===== config.mk =====
export PLATFORM = sky130hd
export DESIGN_NAME = substring_replace_stream_flat
export DESIGN_NICKNAME = d
export VERILOG_FILES = /design/src/rtl/srs_pkg.sv /design/src/rtl/srs_if.sv /design/src/rtl/srs_cell.sv /design/src/rtl/srs_emit.sv /design/src/rtl/substring_replace_stream.sv /design/src/flat_wrapper.sv
export SDC_FILE = /design/constraint.sdc
export NUM_CORES = 1
export LEC_CHECK = 0
export BUFFER_PORTS_ARGS = -buffer_cell sky130_fd_sc_hd__buf_4
export CAP_MARGIN = 10
export CORE_ASPECT_RATIO = 0.7
export CORE_UTILIZATION = 45
export CTS_CLUSTER_DIAMETER = 100
export CTS_CLUSTER_SIZE = 12
export DETAILED_ROUTE_END_ITERATION = 10
export PLACE_DENSITY = 0.66
export SYNTH_ARGS = -nofsm -noshare
export SYNTH_HDL_FRONTEND = slang
export SYNTH_SLANG_ARGS = --single-unit
export TNS_END_PERCENT = 30

===== constraint.sdc =====
create_clock -name clk -period 6.9 [get_ports clk]
set_input_delay 1.725 -clock clk [delete_from_list [all_inputs] [get_ports clk]]
set_output_delay 1.725 -clock clk [all_outputs]
set_load 0.02 [all_outputs]

===== src/rtl/srs_pkg.sv =====
// Package of the substring replace stream: widths, register indexes and the
// structs passed between the window cells, the emission row and the top level.
`default_nettype none

package srs_pkg;

	localparam int DATA_W          = 8;
	localparam int LEN_W           = 4;
	localparam int CAP_W           = 16;
	localparam int CFG_W           = 64;
	localparam int CFG_IDX_W       = 3;
	localparam int MAX_RESULTS     = 8;
	localparam int RLEN_MAX        = 8;
	localparam int CNT_W           = $clog2(MAX_RESULTS + 1);
	localparam int MAX_PATTERN_DEF = 8;
	localparam int COUNT_BITS_DEF  = 17;

	localparam logic [CAP_W-1:0] CAPACITY_RESET = 16'd256;

	// Configuration register indexes.
	localparam logic [CFG_IDX_W-1:0] REG_PATTERN_BYTES     = 3'd0;
	localparam logic [CFG_IDX_W-1:0] REG_PATTERN_LEN       = 3'd1;
	localparam logic [CFG_IDX_W-1:0] REG_REPLACEMENT_BYTES = 3'd2;
	localparam logic [CFG_IDX_W-1:0] REG_REPLACEMENT_LEN   = 3'd3;
	localparam logic [CFG_IDX_W-1:0] REG_CAPACITY          = 3'd4;

	// What a window cell loads at the next edge.
	typedef enum logic [1:0] {
		CELL_HOLD   = 2'd0,
		CELL_SHIFT1 = 2'd1,
		CELL_SHIFTP = 2'd2,
		CELL_CLEAR  = 2'd3
	} cell_op_t;

	typedef struct packed {
		logic     ins;
		cell_op_t op;
	} cell_ctl_t;

	// One burst of result bytes handed to the emission row.
	typedef struct packed {
		logic                                load;
		logic [MAX_RESULTS-1:0][DATA_W-1:0]  row;
		logic [CNT_W-1:0]                    cnt;
		logic                                term;
		logic                                ok;
	} emit_job_t;

endpackage

`default_nettype wire


===== src/rtl/srs_if.sv =====
// Channel interfaces of the substring replace stream: character input,
// result output and configuration write. Depends on srs_pkg.
`default_nettype none

interface srs_in_if;
	import srs_pkg::*;

	logic              valid;
	logic              ready;
	logic [DATA_W-1:0] char_in;

	modport source (output valid, output char_in, input ready);
	modport sink   (input valid, input char_in, output ready);
endinterface

interface srs_out_if;
	import srs_pkg::*;

	logic              valid;
	logic              ready;
	logic [DATA_W-1:0] char_out;
	logic              last;
	logic              ok;

	modport source (output valid, output char_out, output last, output ok, input ready);
	modport sink   (input valid, input char_out, input last, input ok, output ready);
endinterface

interface srs_cfg_if;
	import srs_pkg::*;

	logic                 valid;
	logic                 ready;
	logic [CFG_IDX_W-1:0] index;
	logic [CFG_W-1:0]     data;

	modport source (output valid, output index, output data, input ready);
	modport sink   (input valid, input index, input data, output ready);
endinterface

`default_nettype wire


===== src/rtl/srs_cell.sv =====
// One window cell: holds a character, compares it with its pattern byte and
// shifts from its neighbors. Depends on srs_pkg.
`default_nettype none

module srs_cell (
	input  logic                         clk,
	input  logic                         arst_n,
	input  srs_pkg::cell_ctl_t           ctl,
	input  logic [srs_pkg::DATA_W-1:0]   char_in,
	input  logic [srs_pkg::DATA_W-1:0]   pat_byte,
	input  logic [srs_pkg::DATA_W-1:0]   next_byte,
	input  logic [srs_pkg::DATA_W-1:0]   far_byte,
	output logic [srs_pkg::DATA_W-1:0]   cur_byte,
	output logic                         eq
);
	import srs_pkg::*;

	logic [DATA_W-1:0] ch_q;
	logic [DATA_W-1:0] ch_d;

	// The incoming character takes part in this cycle's compare.
	assign cur_byte = ctl.ins ? char_in : ch_q;
	assign eq       = (cur_byte == pat_byte);

	always_comb begin
		case (ctl.op)
			CELL_HOLD:   ch_d = cur_byte;
			CELL_SHIFT1: ch_d = next_byte;
			CELL_SHIFTP: ch_d = far_byte;
			CELL_CLEAR:  ch_d = '0;
			default:     ch_d = ch_q;
		endcase
	end

	always_ff @(posedge clk or negedge arst_n) begin
		if (!arst_n) begin
			ch_q <= '0;
		end else begin
			ch_q <= ch_d;
		end
	end

endmodule

`default_nettype wire


===== src/rtl/srs_emit.sv =====
// Emission row: a row of byte cells that drains one result per cycle into
// the output register unless result stalls. Depends on srs_pkg and srs_out_if.
`default_nettype none

module srs_emit (
	input  logic               clk,
	input  logic               arst_n,
	input  srs_pkg::emit_job_t job,
	output logic               job_free,
	srs_out_if.source          result
);
	import srs_pkg::*;

	logic [MAX_RESULTS-1:0][DATA_W-1:0] row_q;
	logic [CNT_W-1:0]                   cnt_q;
	logic                               term_q;
	logic                               ok_q;
	logic                               valid_q;
	logic [DATA_W-1:0]                  char_q;
	logic                               last_q;
	logic                               res_ok_q;
	logic                               out_free;
	logic                               pop;
	logic                               final_byte;

	assign out_free   = !valid_q || result.ready;
	assign pop        = (cnt_q != '0) && out_free;
	assign final_byte = (cnt_q == CNT_W'(1));
	assign job_free   = (cnt_q == '0) || (final_byte && pop);

	assign result.valid    = valid_q;
	assign result.char_out = char_q;
	assign result.last     = last_q;
	assign result.ok       = res_ok_q;

	always_ff @(posedge clk or negedge arst_n) begin
		if (!arst_n) begin
			cnt_q   <= '0;
			valid_q <= 1'b0;
		end else begin
			if (job.load) begin
				cnt_q <= job.cnt;
			end else if (pop) begin
				cnt_q <= cnt_q - CNT_W'(1);
			end
			if (pop) begin
				valid_q <= 1'b1;
			end else if (result.ready) begin
				valid_q <= 1'b0;
			end
		end
	end

	// Each cell hands its byte to the one below as the row drains.
	always_ff @(posedge clk) begin
		if (job.load) begin
			row_q  <= job.row;
			term_q <= job.term;
			ok_q   <= job.ok;
		end else if (pop) begin
			for (int i = 0; i < MAX_RESULTS - 1; i++) begin
				row_q[i] <= row_q[i+1];
			end
			row_q[MAX_RESULTS-1] <= '0;
		end
		if (pop) begin
			char_q   <= row_q[0];
			last_q   <= term_q && final_byte;
			res_ok_q <= term_q && final_byte && ok_q;
		end
	end

endmodule

`default_nettype wire


===== src/rtl/substring_replace_stream.sv =====
// Substring replace stream: find-and-replace-all over a NUL-terminated string.
// Depends on srs_pkg, the srs interfaces, srs_cell and srs_emit.
//
// The block takes one character per transaction on chars and rewrites the
// string so that every leftmost, non-overlapping occurrence of the configured
// pattern is replaced by the configured replacement; the rewritten bytes leave
// one per transaction on result, the zero terminator last with last = 1 and
// ok telling whether the whole rewrite fit into capacity (ok is 0 for an
// empty pattern, a zero capacity or an overflow, and always 0 when last is 0).
// The unresolved characters sit in a row of MAX_PATTERN window cells; the
// incoming character, the pattern compare and the shift of the row all happen
// in the cycle the transaction is accepted. The results of one character go
// into an emission row of eight byte cells that drains one byte per cycle,
// unless result stalls, through an output register; an item that yields zero
// results leaves the input ready, while an item that yields results (a
// replacement, or the flush of the window plus terminator at the end of a
// string) holds the input until its last byte moves to the output register.
// The first result reaches result through the emission row and the output
// register. Configuration is written on cfg, which is always ready, and
// must only be written while the block is idle. After reset the block is
// ready at once; no clearing pass is needed.
`default_nettype none

module substring_replace_stream #(
	parameter int MAX_PATTERN = srs_pkg::MAX_PATTERN_DEF,
	parameter int COUNT_BITS  = srs_pkg::COUNT_BITS_DEF
) (
	input  logic       clk,
	input  logic       arst_n,
	srs_in_if.sink     chars,
	srs_out_if.source  result,
	srs_cfg_if.sink    cfg
);
	import srs_pkg::*;

	localparam int FILL_W = $clog2(MAX_PATTERN + 1);
	localparam int CMP_W  = (COUNT_BITS > CAP_W) ? COUNT_BITS : CAP_W;

	localparam logic [COUNT_BITS-1:0] COUNT_MAX  = '1;
	localparam logic [LEN_W-1:0]      PLEN_LIMIT = LEN_W'(MAX_PATTERN);
	localparam logic [LEN_W-1:0]      RLEN_LIMIT = LEN_W'(RLEN_MAX);
	localparam logic [FILL_W-1:0]     FILL_FULL  = FILL_W'(MAX_PATTERN);

	// Configuration registers.
	logic [CFG_W-1:0] pat_bytes_q;
	logic [LEN_W-1:0] pat_len_q;
	logic [CFG_W-1:0] rep_bytes_q;
	logic [LEN_W-1:0] rep_len_q;
	logic [CAP_W-1:0] cap_q;

	// Run state: number of characters in the window and bytes emitted so far.
	logic [FILL_W-1:0]     fill_q;
	logic [COUNT_BITS-1:0] out_count_q;

	logic [LEN_W-1:0]  plen;
	logic [CNT_W-1:0]  rlen;
	logic              acc;
	logic              is_term;
	logic              push;
	logic [LEN_W-1:0]  fill_post;
	logic [LEN_W-1:0]  fill_next;
	logic              resolve;
	logic              match;
	cell_op_t          op;

	logic [DATA_W-1:0]      cur    [MAX_PATTERN];
	logic [DATA_W-1:0]      next_b [MAX_PATTERN];
	logic [DATA_W-1:0]      far_b  [MAX_PATTERN];
	logic [MAX_PATTERN-1:0] eq;
	cell_ctl_t              ctl    [MAX_PATTERN];

	logic [MAX_RESULTS-1:0][DATA_W-1:0] job_row;
	logic [CNT_W-1:0]                   job_cnt;
	logic [COUNT_BITS:0]                count_sum;
	logic [COUNT_BITS-1:0]              count_sat;
	logic                               ok_now;
	logic                               job_free;
	emit_job_t                          job;

	// ------------------------------------------------------------------
	// Configuration port. Writes to indexes beyond the register list are
	// dropped.
	// ------------------------------------------------------------------
	assign cfg.ready = 1'b1;

	always_ff @(posedge clk or negedge arst_n) begin
		if (!arst_n) begin
			pat_bytes_q <= '0;
			pat_len_q   <= '0;
			rep_bytes_q <= '0;
			rep_len_q   <= '0;
			cap_q       <= CAPACITY_RESET;
		end else if (cfg.valid) begin
			unique case (cfg.index)
				REG_PATTERN_BYTES:     pat_bytes_q <= cfg.data;
				REG_PATTERN_LEN:       pat_len_q   <= cfg.data[LEN_W-1:0];
				REG_REPLACEMENT_BYTES: rep_bytes_q <= cfg.data;
				REG_REPLACEMENT_LEN:   rep_len_q   <= cfg.data[LEN_W-1:0];
				REG_CAPACITY:          cap_q       <= cfg.data[CAP_W-1:0];
				default: ;
			endcase
		end
	end

	// Length registers above their limits are clamped.
	assign plen = (pat_len_q > PLEN_LIMIT) ? PLEN_LIMIT : pat_len_q;
	assign rlen = CNT_W'((rep_len_q > RLEN_LIMIT) ? RLEN_LIMIT : rep_len_q);

	// ------------------------------------------------------------------
	// Window control. A character that is not the terminator enters the
	// cell at the fill position; once the window holds as many characters
	// as the pattern, it either matches (the matched characters leave) or
	// the oldest character leaves. The terminator empties the window.
	// ------------------------------------------------------------------
	assign chars.ready = job_free;
	assign acc         = chars.valid && chars.ready;
	assign is_term     = (chars.char_in == '0);
	assign push        = acc && !is_term && (fill_q < FILL_FULL);
	assign fill_post   = LEN_W'(fill_q) + LEN_W'(push);
	assign resolve     = acc && !is_term && (fill_post >= plen);

	always_comb begin
		match = (plen != '0);
		for (int i = 0; i < MAX_PATTERN; i++) begin
			if ((LEN_W'(i) < plen) && !eq[i]) begin
				match = 1'b0;
			end
		end
	end

	always_comb begin
		if (!acc) begin
			op        = CELL_HOLD;
			fill_next = LEN_W'(fill_q);
		end else if (is_term) begin
			op        = CELL_CLEAR;
			fill_next = '0;
		end else if (resolve && match) begin
			op        = CELL_SHIFTP;
			fill_next = fill_post - plen;
		end else if (resolve) begin
			op        = CELL_SHIFT1;
			fill_next = fill_post - LEN_W'(1);
		end else begin
			op        = CELL_HOLD;
			fill_next = fill_post;
		end
	end

	// ------------------------------------------------------------------
	// The row of window cells. Each cell sees its right neighbor for a
	// one-character shift and the cell a pattern length away for a shift
	// after a match; positions past the end read as zero.
	// ------------------------------------------------------------------
	for (genvar i = 0; i < MAX_PATTERN; i++) begin : g_cell
		assign ctl[i].ins = push && (fill_q == FILL_W'(i));
		assign ctl[i].op  = op;

		if (i + 1 < MAX_PATTERN) begin : g_next
			assign next_b[i] = cur[i+1];
		end else begin : g_edge
			assign next_b[i] = '0;
		end

		always_comb begin
			far_b[i] = '0;
			for (int k = 1; k < MAX_PATTERN - i; k++) begin
				if (plen == LEN_W'(k)) begin
					far_b[i] = cur[i+k];
				end
			end
		end

		srs_cell u_cell (
			.clk       (clk),
			.arst_n    (arst_n),
			.ctl       (ctl[i]),
			.char_in   (chars.char_in),
			.pat_byte  (pat_bytes_q[DATA_W*i +: DATA_W]),
			.next_byte (next_b[i]),
			.far_byte  (far_b[i]),
			.cur_byte  (cur[i]),
			.eq        (eq[i])
		);
	end

	// ------------------------------------------------------------------
	// Result burst for the accepted character. At the terminator the
	// window contents are flushed; the cells past the fill position hold
	// zero, so the terminator byte follows them without extra muxing.
	// ------------------------------------------------------------------
	always_comb begin
		job_row = '0;
		job_cnt = '0;
		if (is_term) begin
			for (int j = 0; j < MAX_PATTERN; j++) begin
				job_row[j] = cur[j];
			end
			job_cnt = CNT_W'(fill_q) + CNT_W'(1);
		end else if (resolve && match) begin
			job_row = rep_bytes_q;
			job_cnt = rlen;
		end else if (resolve) begin
			job_row[0] = cur[0];
			job_cnt    = CNT_W'(1);
		end
	end

	// The emitted-byte count saturates; a saturated count means overflow.
	assign count_sum = {1'b0, out_count_q} + (COUNT_BITS + 1)'(job_cnt);
	assign count_sat = (count_sum > {1'b0, COUNT_MAX}) ? COUNT_MAX
		: count_sum[COUNT_BITS-1:0];
	assign ok_now = (plen != '0) && (cap_q != '0)
		&& (CMP_W'(count_sat) <= CMP_W'(cap_q)) && (count_sat != COUNT_MAX);

	assign job = '{
		load: acc,
		row:  job_row,
		cnt:  job_cnt,
		term: is_term,
		ok:   ok_now
	};

	always_ff @(posedge clk or negedge arst_n) begin
		if (!arst_n) begin
			fill_q      <= '0;
			out_count_q <= '0;
		end else if (acc) begin
			fill_q      <= FILL_W'(fill_next);
			out_count_q <= is_term ? '0 : count_sat;
		end
	end

	srs_emit u_emit (
		.clk      (clk),
		.arst_n   (arst_n),
		.job      (job),
		.job_free (job_free),
		.result   (result)
	);

endmodule

`default_nettype wire


===== src/flat_wrapper.sv =====
// flat-port wrapper written by rule: the top's interface ports become plain ports
module substring_replace_stream_flat import srs_pkg::*;
#(
	parameter int MAX_PATTERN = srs_pkg::MAX_PATTERN_DEF,
	parameter int COUNT_BITS  = srs_pkg::COUNT_BITS_DEF
)
  (clk, arst_n, chars_valid, chars_char_in, chars_ready, result_valid, result_char_out, result_last, result_ok, result_ready, cfg_valid, cfg_index, cfg_data, cfg_ready);
  srs_in_if chars_i ();
  srs_out_if result_i ();
  srs_cfg_if cfg_i ();
  input  logic clk;
  input  logic arst_n;
  input wire logic [$bits(chars_i.valid)-1:0] chars_valid;
  input wire logic [$bits(chars_i.char_in)-1:0] chars_char_in;
  output wire logic [$bits(chars_i.ready)-1:0] chars_ready;
  output wire logic [$bits(result_i.valid)-1:0] result_valid;
  output wire logic [$bits(result_i.char_out)-1:0] result_char_out;
  output wire logic [$bits(result_i.last)-1:0] result_last;
  output wire logic [$bits(result_i.ok)-1:0] result_ok;
  input wire logic [$bits(result_i.ready)-1:0] result_ready;
  input wire logic [$bits(cfg_i.valid)-1:0] cfg_valid;
  input wire logic [$bits(cfg_i.index)-1:0] cfg_index;
  input wire logic [$bits(cfg_i.data)-1:0] cfg_data;
  output wire logic [$bits(cfg_i.ready)-1:0] cfg_ready;
  assign chars_i.valid = chars_valid;
  assign chars_i.char_in = chars_char_in;
  assign chars_ready = chars_i.ready;
  assign result_valid = result_i.valid;
  assign result_char_out = result_i.char_out;
  assign result_last = result_i.last;
  assign result_ok = result_i.ok;
  assign result_i.ready = result_ready;
  assign cfg_i.valid = cfg_valid;
  assign cfg_i.index = cfg_index;
  assign cfg_i.data = cfg_data;
  assign cfg_ready = cfg_i.ready;
  substring_replace_stream #(.MAX_PATTERN(MAX_PATTERN), .COUNT_BITS(COUNT_BITS)) u_core (.clk(clk), .arst_n(arst_n), .chars(chars_i), .result(result_i), .cfg(cfg_i));
endmodule

==> reports/metrics.cfg <==
[sta]
relSlewSlack = 0.283
setup_violations = 1
final_max_slew_viol_count = 0
period_minus_slack_ps = 7020
fin_skew_ps = 28.0
max_freq_ghz = 0.143
tns_ps = -115
tightest_slew_ps = 1080
grt_setup_unrepaired = true
hold-worst-slack_ps = 415
fin_crit_sh = 1.02
hold_viol_final = 0
worst_slack_ps = -115

[layout]
layout_common_cells = 243 x buf_4, 241 x dfrtp_1, 157 x nor2_1, 132 x o21ai_0, 129 x mux2_2
fillers = 3418
synthToLayoutAreaGrowth_pct = 17.3
drive_gt1_frac = 0.281
mostFrequentLayoutCell = buf_4
finalNetCount = 1981

[setup_path]
cp_common_cell = o21a_1
critPathKind = input pin to flop
cp.arrival_ps = 7440
cp-end-kind = flop
worstPathRequired_ps = 7320
cp_slowest_cell = o41ai_4
cpPeakStageDelay_ps = 420
cp-start-kind = input pin
critPathMaxFanout = 11

[placement]
io_buffers = 91
dp_hpwl_um = 44000
gp_congestion = 1.00

[clocking]
cts_buffers = 30
cts.sinks = 318
clk_pin_slew_worst_paths_ps = 60
clk-insertion-delay-late_ps = 590
clockBufferDepth = 3
root_buffer = clkbuf_16
htree_levels = 1
cts_tree = built

[floorplanning]
die_w_um = 240
die_y_um = 169
dieArea_mm2 = 0.0405
core-area_mm2 = 0.0388
start_util = 0.461
ioPinCount = 93
rows = 60

[power]
power_density_mw_per_mm2 = 324
finalPower_uw = 6800
ir_worst_vdd_mv = 0.196
leakage_uw = 0.00879

[routing]
vias = 14900
avgViaCountPerCell = 6.19
final_antenna_net_count = 0
drc = 0
wire_per_inst_um = 25.3
wl_um = 61200
drtPass1Iterations = 6
drt_iter0_markers = 1658

[hold_path]
hold_class = flop to flop

[synthesis]
synth-edff-count = 76
synthFlopType = dfrtp_1
syn_nets = 1819
synth.distinct_cells = 77
async_flop_share = 0.761
yosys_warnings = 0
syn_area_per_cell_um2 = 10.5
ys_seq_area_frac = 0.467
syn-cell-area_mm2 = 0.0179
synth-seq-cells = 318
netlist_instances = 1703

[global_routing]
grt_max_degree = 157
antenna_found_initial = 4
grt_pass1_vias = 14300
gr-total-overflow = 0
track_usage = 0.304
grt_first_pass_wirelength_um = 92000

[job]
maxCapViolCount = 0

[run_status]
violations = setup timing
status = finished with violations

registers in the layout (all words and copies together), names as in the netlist:
| signal | flops |
|---|---|
| u_core.cap_q | 16 |
| u_core.fill_q | 4 |
| u_core.g_cell.u_cell.ch_q | 64 |
| u_core.out_count_q | 17 |
| u_core.pat_bytes_q | 64 |
| u_core.pat_len_q | 4 |
| u_core.rep_bytes_q | 64 |
| u_core.rep_len_q | 4 |
| u_core.u_emit.cnt_q | 4 |
| u_core.u_emit.ok_q | 1 |
| u_core.u_emit.result.char_out | 8 |
| u_core.u_emit.result.last | 1 |
| u_core.u_emit.result.ok | 1 |
| u_core.u_emit.result.valid | 1 |
| u_core.u_emit.row_q | 64 |
| u_core.u_emit.term_q | 1 |
power breakdown:
group / internal [uW] / switching [uW]
Combinational: 937 / 1330
Clock: 836 / 722
Sequential: 2550 / 428
cell usage after synthesis, drive strengths merged, types with 19 or more instances:
master	n	area [um^2]
edfxtp	76	2280
mux2	129	1450
a21oi	45	225
ha	34	425
nor4	19	125
dfrtp	241	6030
a22oi	26	220
o21ai	144	724
xor2	45	394
a221oi	65	757
o221ai	26	228
nor2	190	791
buf	45	320
inv	59	221
nand3	26	135
o22ai	56	350
and2	20	125
clkbuf	74	278
nand2	101	387
xnor2	54	473
mux2i	59	602
metal layers:
layer	routed length, um	share of wire	track usage	vias up
met4	1200	0.020	0.0595	2
li1	-	-	-	6581
met2	24600	0.40	0.416	810
met5	13	0.00021	0	-
met1	28700	0.47	0.477	7452
met3	6700	0.11	0.0781	100
logic make-up after synthesis:
| kind of cell | Yosys count | share of synthesized area |
|---|---|---|
| compound gates | 444 | 0.180 |
| xor+xnor | 99 | 0.0485 |
| fa+ha+maj | 36 | 0.0260 |
| buf+inv | 179 | 0.0461 |
| flops | 318 | 0.467 |
| mux | 188 | 0.115 |
| other cells | 1 | 0.000210 |
| simple gates | 438 | 0.117 |
timing repair:
action / CTS / global route
pin swaps: 18 / 7
setup endpoints to repair: 1 / 1
hold buffers: 0 / 0
setup buffers: 3 / 1
gates cloned: 0 / 0
gates resized for setup: 14 / 2
through the flow:
step                instances   util  setup slack (ps)  cell area, um^2
floorplan                1703      -              -680            18000
global placement         2356  0.515              -996            20000
detailed placement       2356  0.515             -1020            20000
CTS                      2414  0.540             -52.6            21000
global route             2415  0.540              -372            21000
finish                   2416  0.540              -115            21000
final cells by class:
cell class | instances | area [um^2] | area share
Multi-Input combinational cell | 1206 | 8940 | 0.426
Sequential cell | 318 | 8340 | 0.398
Timing Repair Buffer | 249 | 1920 | 0.0917
Clock buffer | 54 | 862 | 0.0411
Tap cell | 527 | 659 | 0.0315
Inverter | 60 | 235 | 0.0112
Clock inverter | 1 | 8.76 | 0.000418
Antenna cell | 1 | 2.50 | 0.000119
worst max-delay path: cells and delay by family:
family	cells	cell delay [ps]
AND/OR/NAND/NOR	11	1660
adder cells (fa/ha/maj)	2	510
buffers and inverters	5	730
AO/OA/AOI/OAI	15	2820
path summary, 6_finish.rpt:
check / start / endpoint / slack [ps] / cells after the start
max: chars_char_in[1] / u_core.u_emit.ok_q$_DFFE_PN_ / -120 / 33
min: u_core.u_emit.row_q[6]$_DFFE_PP_ / u_core.u_emit.result.char_out[6]$_DFFE_PP_ / 420 / 0
max reg2reg: u_core.u_emit.cnt_q[0]$_DFFE_PN0P_ / u_core.u_emit.ok_q$_DFFE_PN_ / 390 / 36
min reg2reg: u_core.u_emit.row_q[6]$_DFFE_PP_ / u_core.u_emit.result.char_out[6]$_DFFE_PP_ / 420 / 0
max in group asynchronous: arst_n / u_core.pat_bytes_q[53]$_DFFE_PN0P_ / 4390 / 2
min in group asynchronous: arst_n / u_core.cap_q[6]$_DFFE_PN0P_ / 1110 / 1
(Power assumes the default switching activity.)
